==> config.mk <==
export PLATFORM = sky130hd
export DESIGN_NAME = sorted_score_table_unit
export DESIGN_NICKNAME = d
export VERILOG_FILES = /design/src/design/sst_pkg.sv /design/src/design/sst_cell.sv /design/src/design/sorted_score_table_unit.sv
export VERILOG_INCLUDE_DIRS = /design/src /design/src/design
export SDC_FILE = /design/constraint.sdc
export NUM_CORES = 2
export LEC_CHECK = 0
export ABC_AREA = 0
export BUFFER_PORTS_ARGS = -buffer_cell sky130_fd_sc_hd__buf_2
export CORE_UTILIZATION = 45
export DETAILED_ROUTE_END_ITERATION = 10
export SLEW_MARGIN = 10
export SYNTH_ARGS = -nofsm -noshare
export SYNTH_HDL_FRONTEND = slang
export SYNTH_HIERARCHICAL = 1
export SYNTH_SLANG_ARGS = --single-unit
export TNS_END_PERCENT = 30
==> constraint.sdc <==
create_clock -name clk -period 11.34 [get_ports clk]
set_clock_uncertainty 0.15 [all_clocks]
set_input_delay 2.268 -clock clk [delete_from_list [all_inputs] [get_ports clk]]
set_output_delay 2.268 -clock clk [all_outputs]
set_load 0.03 [all_outputs]
==> src/design/sorted_score_table_unit_defines.svh <==
// Assertion macros for the sorted score table.
// Both macros sample on the rising edge of clk and are disabled while rst_n is low.
`ifndef SORTED_SCORE_TABLE_UNIT_DEFINES_SVH
`define SORTED_SCORE_TABLE_UNIT_DEFINES_SVH

`ifndef SYNTHESIS
// Check that a property holds.
`define SST_ASSERT(lbl, prop, msg) \
  lbl: assert property (@(posedge clk) disable iff (!rst_n) prop) else $error(msg);
// Check that a condition never holds.
`define SST_NEVER(lbl, expr, msg) \
  lbl: assert property (@(posedge clk) disable iff (!rst_n) !(expr)) else $error(msg);
`else
`define SST_ASSERT(lbl, prop, msg)
`define SST_NEVER(lbl, expr, msg)
`endif

`endif

==> src/design/sst_pkg.sv <==
`timescale 1ns / 1ps

package sst_pkg;

  localparam int TAG_W   = 16;
  localparam int SCORE_W = 10;
  localparam int FILL_W  = 5;
  localparam int RANK_W  = 4;

  // One table entry
  typedef struct packed {
    logic [TAG_W-1:0]   tag;
    logic [SCORE_W-1:0] secondary;
    logic [SCORE_W-1:0] primary;
  } entry_t;

  // Operation codes of an input item
  typedef enum logic [1:0] {
    OP_INSERT   = 2'd0,
    OP_DEL_MIN  = 2'd1,
    OP_DEL_TAIL = 2'd2,
    OP_READ     = 2'd3
  } sst_op_t;

  // Result status codes
  typedef enum logic [1:0] {
    STAT_OK    = 2'd0,
    STAT_EMPTY = 2'd1,
    STAT_FULL  = 2'd2,
    STAT_RANGE = 2'd3
  } sst_status_t;

  // Control states
  typedef enum logic [1:0] {
    S_IDLE,
    S_SCAN,
    S_FINISH
  } sst_state_t;

  // What every cell does in a cycle
  typedef enum logic [1:0] {
    CELL_HOLD,
    CELL_INSERT,
    CELL_ROTATE,
    CELL_REMOVE
  } cell_mode_t;

  // Control broadcast to the cell chain
  typedef struct packed {
    cell_mode_t mode;
    entry_t     entry;
  } cell_ctl_t;

endpackage

==> src/design/sst_cell.sv <==
`timescale 1ns / 1ps

module sst_cell #(
  parameter int IDX   = 0,
  parameter int IDX_W = 4,
  parameter int CNT_W = 5
) (
  input  logic                clk,
  input  sst_pkg::cell_ctl_t  ctl_i,
  input  logic [CNT_W-1:0]    count_i,
  input  logic [IDX_W-1:0]    last_i,
  input  logic [IDX_W-1:0]    pos_i,
  input  sst_pkg::entry_t     left_i,
  input  sst_pkg::entry_t     right_i,
  input  sst_pkg::entry_t     head_i,
  input  logic                greater_left_i,
  output sst_pkg::entry_t     q_o,
  output logic                greater_o
);

  sst_pkg::entry_t q_r;
  sst_pkg::entry_t q_nxt;
  logic            occupied;

  // Flag a held entry that ranks strictly ahead of the new one
  assign occupied  = CNT_W'(IDX) < count_i;
  assign greater_o = occupied && (q_r.primary > ctl_i.entry.primary);
  assign q_o       = q_r;

  // Select the next content of this cell
  always_comb begin
    q_nxt = q_r;
    case (ctl_i.mode)
      sst_pkg::CELL_INSERT: begin
        if (greater_o) begin
          q_nxt = q_r;
        end else if (greater_left_i) begin
          q_nxt = ctl_i.entry;
        end else begin
          q_nxt = left_i;
        end
      end
      sst_pkg::CELL_ROTATE: begin
        q_nxt = (IDX_W'(IDX) == last_i) ? head_i : right_i;
      end
      sst_pkg::CELL_REMOVE: begin
        q_nxt = (IDX_W'(IDX) >= pos_i) ? right_i : q_r;
      end
      default: q_nxt = q_r;
    endcase
  end

  always_ff @(posedge clk) begin
    q_r <= q_nxt;
  end

endmodule

==> src/design/sorted_score_table_unit.sv <==
`timescale 1ns / 1ps
`include "sorted_score_table_unit_defines.svh"

// Sorted score table: up to DEPTH entries held in a chain of cells, ranked by
// descending primary score. An item is taken when start is high and busy is
// low, and its one result appears on the out_ ports for a single cycle with
// out_valid high; the receiver must take it then, as nothing holds it back.
// Insert, and any item answered with a status alone (full, empty, rank out of
// range), gives its result the cycle after it is taken and leaves busy low, so
// such items can follow every cycle. Read and both deletes rotate the whole
// chain once past the comparator at cell 0, one cell per cycle, in the scan
// state and then give their result from the finish state; busy stays high
// until the result is shown, so no next item is taken before it.
module sorted_score_table_unit #(
  parameter int DEPTH = 16
) (
  input  logic        clk,
  input  logic        rst_n,
  input  logic        start,
  output logic        busy,
  input  logic [1:0]  in_op,
  input  logic [15:0] in_tag,
  input  logic [9:0]  in_secondary_score,
  input  logic [9:0]  in_primary_score,
  input  logic [3:0]  in_rank,
  output logic        out_valid,
  output logic [1:0]  out_status,
  output logic [15:0] out_tag,
  output logic [9:0]  out_secondary,
  output logic [9:0]  out_primary,
  output logic [4:0]  out_fill
);

  localparam int IDX_W = $clog2(DEPTH);
  localparam int CNT_W = $clog2(DEPTH + 1);
  localparam int RW    = (CNT_W > sst_pkg::RANK_W) ? CNT_W : sst_pkg::RANK_W;
  localparam int FW    = (CNT_W > sst_pkg::FILL_W) ? CNT_W : sst_pkg::FILL_W;

  sst_pkg::sst_state_t  state_r, state_nxt;
  logic [CNT_W-1:0]     count_r, count_nxt;
  logic [IDX_W-1:0]     j_r, j_nxt;
  logic [IDX_W-1:0]     pos_r, pos_nxt;
  sst_pkg::sst_op_t     op_r, op_nxt;
  logic [3:0]           rank_r, rank_nxt;
  sst_pkg::entry_t      cap_r, cap_nxt;

  logic                 out_valid_r;
  sst_pkg::sst_status_t out_status_r;
  sst_pkg::entry_t      out_entry_r;
  logic [4:0]           out_fill_r;

  logic                 res_valid;
  sst_pkg::sst_status_t res_status;
  sst_pkg::entry_t      res_entry;
  logic [FW-1:0]        fill_wide;

  sst_pkg::cell_ctl_t   ctl;
  sst_pkg::entry_t      cell_q [DEPTH];
  logic                 greater [DEPTH];
  sst_pkg::entry_t      head;
  sst_pkg::entry_t      new_entry;
  sst_pkg::sst_op_t     op_in;

  logic                 accept;
  logic                 is_full;
  logic                 is_empty;
  logic                 rank_bad;
  logic                 scan_go;
  logic                 scan_done;
  logic [IDX_W-1:0]     last_idx;

  // Decode the handshake and table status
  assign busy      = (state_r != sst_pkg::S_IDLE);
  assign accept    = start && !busy;
  assign op_in     = sst_pkg::sst_op_t'(in_op);
  assign is_full   = (count_r == CNT_W'(DEPTH));
  assign is_empty  = (count_r == '0);
  assign rank_bad  = (RW'(in_rank) >= RW'(count_r));
  assign scan_go   = accept && (op_in != sst_pkg::OP_INSERT) && !is_empty &&
                     !((op_in == sst_pkg::OP_READ) && rank_bad);
  assign last_idx  = IDX_W'(count_r - CNT_W'(1));
  assign scan_done = (j_r == last_idx);
  assign head      = cell_q[0];

  assign new_entry.tag       = in_tag;
  assign new_entry.secondary = in_secondary_score;
  assign new_entry.primary   = in_primary_score;

  // Chain of cells
  for (genvar i = 0; i < DEPTH; i++) begin : g_cell
    sst_pkg::entry_t left_d;
    sst_pkg::entry_t right_d;
    logic            greater_left_d;

    if (i == 0) begin : g_first
      assign left_d         = new_entry;
      assign greater_left_d = 1'b0;
    end else begin : g_inner
      assign left_d         = cell_q[i-1];
      assign greater_left_d = greater[i-1];
    end

    if (i == DEPTH - 1) begin : g_last
      assign right_d = cell_q[0];
    end else begin : g_mid
      assign right_d = cell_q[i+1];
    end

    sst_cell #(
      .IDX   (i),
      .IDX_W (IDX_W),
      .CNT_W (CNT_W)
    ) u_cell (
      .clk            (clk),
      .ctl_i          (ctl),
      .count_i        (count_r),
      .last_i         (last_idx),
      .pos_i          (pos_r),
      .left_i         (left_d),
      .right_i        (right_d),
      .head_i         (head),
      .greater_left_i (greater_left_d),
      .q_o            (cell_q[i]),
      .greater_o      (greater[i])
    );
  end

  // Next state
  always_comb begin
    state_nxt = state_r;
    unique case (state_r)
      sst_pkg::S_IDLE:   state_nxt = scan_go ? sst_pkg::S_SCAN : sst_pkg::S_IDLE;
      sst_pkg::S_SCAN:   state_nxt = scan_done ? sst_pkg::S_FINISH : sst_pkg::S_SCAN;
      sst_pkg::S_FINISH: state_nxt = sst_pkg::S_IDLE;
      default:           state_nxt = sst_pkg::S_IDLE;
    endcase
  end

  // Cell control, scan capture and result
  always_comb begin
    logic take;
    take       = 1'b0;
    ctl.mode   = sst_pkg::CELL_HOLD;
    ctl.entry  = new_entry;
    count_nxt  = count_r;
    j_nxt      = j_r;
    pos_nxt    = pos_r;
    op_nxt     = op_r;
    rank_nxt   = rank_r;
    cap_nxt    = cap_r;
    res_valid  = 1'b0;
    res_status = sst_pkg::STAT_OK;
    res_entry  = '0;
    unique case (state_r)
      sst_pkg::S_IDLE: begin
        if (accept) begin
          op_nxt   = op_in;
          rank_nxt = in_rank;
          j_nxt    = '0;
          case (op_in) inside
            sst_pkg::OP_INSERT: begin
              res_valid = 1'b1;
              if (is_full) begin
                res_status = sst_pkg::STAT_FULL;
              end else begin
                ctl.mode  = sst_pkg::CELL_INSERT;
                count_nxt = count_r + CNT_W'(1);
              end
            end
            sst_pkg::OP_DEL_MIN, sst_pkg::OP_DEL_TAIL, sst_pkg::OP_READ: begin
              if (is_empty) begin
                res_valid  = 1'b1;
                res_status = sst_pkg::STAT_EMPTY;
              end else if ((op_in == sst_pkg::OP_READ) && rank_bad) begin
                res_valid  = 1'b1;
                res_status = sst_pkg::STAT_RANGE;
              end
            end
            default: res_valid = 1'b0;
          endcase
        end
      end
      sst_pkg::S_SCAN: begin
        // Rotate the chain once and watch the entry passing cell 0
        ctl.mode = sst_pkg::CELL_ROTATE;
        j_nxt    = j_r + IDX_W'(1);
        case (op_r)
          sst_pkg::OP_DEL_MIN:  take = (j_r == '0) || (head.secondary < cap_r.secondary);
          sst_pkg::OP_DEL_TAIL: take = scan_done;
          sst_pkg::OP_READ:     take = (RW'(j_r) == RW'(rank_r));
          default:              take = 1'b0;
        endcase
        if (take) begin
          cap_nxt = head;
          pos_nxt = j_r;
        end
      end
      sst_pkg::S_FINISH: begin
        res_valid = 1'b1;
        res_entry = cap_r;
        if (op_r != sst_pkg::OP_READ) begin
          ctl.mode  = sst_pkg::CELL_REMOVE;
          count_nxt = count_r - CNT_W'(1);
        end
      end
      default: res_valid = 1'b0;
    endcase
  end

  assign fill_wide = FW'(count_nxt);

  // Control registers
  always_ff @(posedge clk) begin
    if (!rst_n) begin
      state_r     <= sst_pkg::S_IDLE;
      count_r     <= '0;
      out_valid_r <= 1'b0;
    end else begin
      state_r     <= state_nxt;
      count_r     <= count_nxt;
      out_valid_r <= res_valid;
    end
  end

  // Scan and result payload
  always_ff @(posedge clk) begin
    j_r    <= j_nxt;
    pos_r  <= pos_nxt;
    op_r   <= op_nxt;
    rank_r <= rank_nxt;
    cap_r  <= cap_nxt;
    if (res_valid) begin
      out_status_r <= res_status;
      out_entry_r  <= res_entry;
      out_fill_r   <= fill_wide[4:0];
    end
  end

  assign out_valid     = out_valid_r;
  assign out_status    = out_status_r;
  assign out_tag       = out_entry_r.tag;
  assign out_secondary = out_entry_r.secondary;
  assign out_primary   = out_entry_r.primary;
  assign out_fill      = out_fill_r;

  `SST_NEVER(a_count_bound, count_r > CNT_W'(DEPTH), "entry count above depth")
  `SST_NEVER(a_scan_empty, (state_r == sst_pkg::S_SCAN) && is_empty, "scan on empty table")
  `SST_ASSERT(a_insert_grows,
              (accept && (op_in == sst_pkg::OP_INSERT) && !is_full) |=>
              (out_valid_r && (count_r == $past(count_r) + 1'b1)),
              "insert did not add one entry")
  `SST_ASSERT(a_finish_result,
              (state_r == sst_pkg::S_FINISH) |=>
              (out_valid_r && (state_r == sst_pkg::S_IDLE)),
              "scan finished without result")
  `SST_ASSERT(a_remove_shrinks,
              ((state_r == sst_pkg::S_FINISH) && (op_r != sst_pkg::OP_READ)) |=>
              (count_r == $past(count_r) - 1'b1),
              "delete did not drop one entry")

endmodule

Word-level counts from Yosys, hierarchy flattened
Index checks and enable logic that the tools add are counted.
{ "totals": {"latch_bits": 0, "memories": 0, "wordCells": 339, "romBits": 0, "ram_bits": 0, "out_inout_bits": 45, "ff_bits": 677} }
{ "op_classes": {"n_lt_le_gt_ge": 50, "n_reduce_logical": 54, "div": 0, "shift": 0, "add_sub_neg": 3, "multipliers": 0, "n_mux": 106, "bitwise": 0, "eq_ne": 63} }
{ "op_table": {"columns": ["cell", "count"], "rows": [
  ["36-bit two-way mux", 62],
  ["36-bit one-hot mux with 3 select lines", 16],
  ["10-bit greater-than comparator", 16],
  ["3-bit AND reduction", 15],
  ["4-bit by 5-bit < comparator with 1-bit output (first input constant)", 8],
  ["2-bit != test (second input constant)", 19],
  ["4-bit >= comparator (first input constant)", 8],
  ["2-bit by 1-bit != test with 1-bit output (second input constant)", 16],
  ["4-bit equality test (first input constant)", 7],
  ["1-bit logical AND", 21],
  ["3-bit by 5-bit < comparator with 1-bit output (first input constant)", 4],
  ["5-bit two-way mux", 4],
  ["3-bit by 4-bit equality test with 1-bit output (first input constant)", 4],
  ["3-bit by 4-bit >= comparator with 1-bit output (first input constant)", 4],
  ["2-bit equality test (second input constant)", 7],
  ["2-bit two-way mux", 7],
  ["1-bit by 5-bit < comparator with 1-bit output (first input constant)", 2],
  ["10-bit < comparator", 1],
  ["2-bit by 5-bit < comparator with 1-bit output (first input constant)", 2],
  ["1-bit two-way mux", 10],
  ["5-bit one-hot mux with 2 select lines", 1],
  ["2-bit by 1-bit equality test with 1-bit output (second input constant)", 4],
  ["2-bit by 4-bit equality test with 1-bit output (first input constant)", 2],
  ["4-bit equality test", 2],
  ["other kinds (24)", 34]
]} }

Longest topological paths before layout
{ "logic_depth": {"depth_word": 8, "mapped_depth": 12, "mapped_depth_nobuf": 9} }

Hierarchy
The synthesis kept the hierarchy.
{ "modules_own_cells": {"columns": ["module", "area_per_inst_um2", "instances", "cells_per_inst", "seq_area_each_um2"], "rows": [
  ["sorted_score_table_unit", 4225.3, 1, 289, 2952.8],
  ["sst_cell at g_cell[14].u_cell", 2660.1, 1, 243, 1081.0],
  ["sst_cell at g_cell[7].u_cell", 2601.2, 1, 241, 1081.0],
  ["sst_cell at g_cell[13].u_cell", 2583.7, 1, 243, 1081.0],
  ["sst_cell at g_cell[1].u_cell", 2575.0, 1, 243, 1081.0],
  ["sst_cell at g_cell[10].u_cell", 2573.7, 1, 246, 1081.0],
  ["sst_cell at g_cell[3].u_cell", 2573.7, 1, 243, 1081.0],
  ["sst_cell at g_cell[9].u_cell", 2571.2, 1, 243, 1081.0],
  ["sst_cell at g_cell[12].u_cell", 2570.0, 1, 244, 1081.0],
  ["sst_cell at g_cell[6].u_cell", 2567.5, 1, 243, 1081.0],
  ["sst_cell at g_cell[11].u_cell", 2565.0, 1, 242, 1081.0],
  ["sst_cell at g_cell[5].u_cell", 2565.0, 1, 243, 1081.0],
  ["sst_cell at g_cell[2].u_cell", 2557.5, 1, 243, 1081.0],
  ["sst_cell at g_cell[8].u_cell", 2555.0, 1, 244, 1081.0],
  ["3 more rows", null, null, null, null]
]} }

Least setup slack after synthesis
Ideal clock, no wire load.
{ "synth_path": {"kind": "input to register", "startpoint": "input port start", "endpoint": "register g_cell[5].u_cell.q_r (netlist bit g_cell[5].u_cell/q_o[0]) (enable)", "arrival_ns": 7.029, "stages": 6, "setup_slack_ns": 3.677, "n_path_buf": 0, "path_cell_list": "nand2_2 inv_2 nand2_1 o21ai_2 inv_1 o31ai_1"} }
{ "synth_rtl": {"columns": ["item", "line_no", "source"], "rows": [
  ["start, declared", "sorted_score_table_unit.sv:19", "input logic start,"],
  ["end signal, assigned", "sst_cell.sv:54", "q_r <= q_nxt;"],
  ["end, declared", "sst_cell.sv:21", "sst_pkg::entry_t q_r;"]
]} }

==> impl_metrics.py <==
metrics = {
    "global_route": {
        "grt_antenna_before_repair": 18,
        "track_usage_pct": 26.8,
        "grt_pass1_wl_mm": 206,
        "overflow": 0,
        "grt_start_max_net_pins": 261,
        "grt_pass1_vias": 31373,
    },
    "setup_path": {
        "worstPathArrival_ns": 5.85,
        "critPathRequiredTime_ns": 11.54,
        "path_max_fanout": 248,
        "cp-start-kind": "flip-flop",
        "path_class": "reg -> reg",
        "crit_path_end_kind": "flip-flop",
    },
    "detailed_routing": {
        "antenna_left": 0,
        "via_count": 33364,
        "drtIter0Drc": 3269,
        "wl_per_cell_um": 25.5,
        "via_per_inst": 6.09,
        "drc_errors": 0,
        "first_pass_iters": 7,
        "wirelength_mm": 140,
    },
    "place": {
        "dpl.cell_count": 5325,
        "dp_slack_ns": 5.13,
        "post-dp-hpwl_mm": 83.3,
        "io_buffers": 89,
        "gp_congestion": 0.898,
    },
    "timing": {
        "finalCriticalPeriod_ns": 5.65,
        "fmax_ghz": 0.177,
        "finalSetupTns_ns": 0,
        "grt_setup_unrepaired": "false",
        "slew_headroom_pct": 14.5,
        "setup_viol": 0,
        "hold_violations": 0,
        "tightest_slew_ns": 1.28,
        "drv_slew": 0,
        "worst_slack_ns": 5.69,
        "period_share_pct": 49.9,
    },
    "logic_synthesis": {
        "syn_area_mm2": 0.0454,
        "synth_cells": 4173,
        "yosys_warnings": 6,
        "syn_area_per_cell_um2": 10.9,
        "syn_nets": 4395,
    },
    "floorplan": {
        "start_util_pct": 45.4,
        "die_area_mm2": 0.102,
        "num_io_pins": 90,
        "fp.dieW_um": 319,
        "core_area_mm2": 0.100,
        "fp.dieH_um": 319,
        "rows": 116,
    },
    "finish": {
        "final_core_util_pct": 48.8,
        "fillers": 9037,
        "synthToLayoutAreaGrowth_pct": 7.53,
        "drive_gt1_share_pct": 8.77,
        "layout.nets": 4333,
        "fin_cells": 5479,
    },
    "hold_path": {
        "hold_class": "reg -> reg",
    },
    "clocking": {
        "cts.sinks": 677,
        "cts_tree": "built",
        "cts.root.buffer_cell": "clkbuf_16",
        "clkTransAtPathRegs_ns": 0.06,
        "cts_max_level": 3,
        "clockBufferDepth": 3,
        "post-cts-setup-buffers": 0,
        "clock_latency_ns": 0.68,
        "cts_hold_buf": 0,
        "numCtsBuffers": 82,
        "postCtsResizedCells": 0,
    },
    "power": {
        "power.density_mw_per_mm2": 139,
        "ir_drop_mv": 0.100,
        "power.total_mw": 6.79,
        "power.leakage_nw": 16.2,
    },
    "flow_run": {
        "cap_violations": 0,
    },
    "run_status": {
        "status": "finished clean",
    },
}
through the flow:
stage	hold WS, ns	area (um2)
final	0.380	48800
after global routing	0.402	48800
after CTS	0.386	48800
after detailed placement	0.371	46200
after global placement	0.374	46200
after floorplan	0.271	45400
report_power, final:
group,internal [mW],switching (mW)
sequential,3.00,0.120
combinational,0.398,0.696
clock,1.45,1.13
layout make-up:
class | count | area [um2] | area share (%)
diodes | 7 | 17.5 | 0.0359
clock inverters | 39 | 372 | 0.762
repair buffers | 176 | 1140 | 2.33
inverters | 209 | 785 | 1.61
multi-input cells | 2965 | 22400 | 46.0
well taps | 1298 | 1620 | 3.33
clock buffers | 108 | 2170 | 4.45
flip-flops and latches | 677 | 20200 | 41.5
cell usage in the layout, fill, tap and decap left out, types with 12 or more instances in the layout:
cell type and count:
ha_1 177, and2_1 34, clkbuf_1 25, a211oi_1 595, inv_1 206, clkinv_1 17
nand4_1 37, a21oi_1 633, o21ai_0 41, mux2i_1 576, edfxtp_1 669, clkbuf_16 83
buf_2 89, nand2b_1 22, nor2_1 50, nor2b_1 573, and2b_1 12, nand2_1 35
buf_4 84
registers in the layout (all words and copies together) (netlist names):
register	count
op_r	2
count_r	5
cap_r	36
out_status	2
out_fill	5
out_secondary	10
out_primary	10
out_valid	1
g_cell.u_cell/q_o	576
out_tag	16
state_r	2
j_r	4
pos_r	4
rank_r	4
worst max-delay path, cell delays in order, from the launching register on:
cell     delay (ns)
dfxtp_1        0.54
and2b_1        0.76
nand2_1        0.43
nand2_4        0.46
buf_12         0.69
buf_12         0.69
buf_4          0.97
a21oi_1        0.18
layer usage:
layer / global-route usage [%] / share of wire [%] / vias to the layer above / wire [um]
li1: - / - / 15781 / -
met1: 36.1 / 43 / 16135 / 59900
met2: 43.8 / 46 / 1171 / 64900
met3: 4.19 / 7.3 / 275 / 10200
met4: 8.95 / 3.4 / 2 / 4750
met5: 0 / 0.012 / - / 17
path summary, 6_finish.rpt:
check	startpoint	endpoint	slack, ns	cells past startpoint
max	state_r[1]	g_cell[6].u_cell/q_o[3]	5.69	7
min	cap_r[4]	out_primary[4]	0.38	1
max reg2reg	state_r[1]	g_cell[6].u_cell/q_o[3]	5.69	7
min reg2reg	cap_r[4]	out_primary[4]	0.38	1
Note: power is estimated with default switching activity, not from simulation.
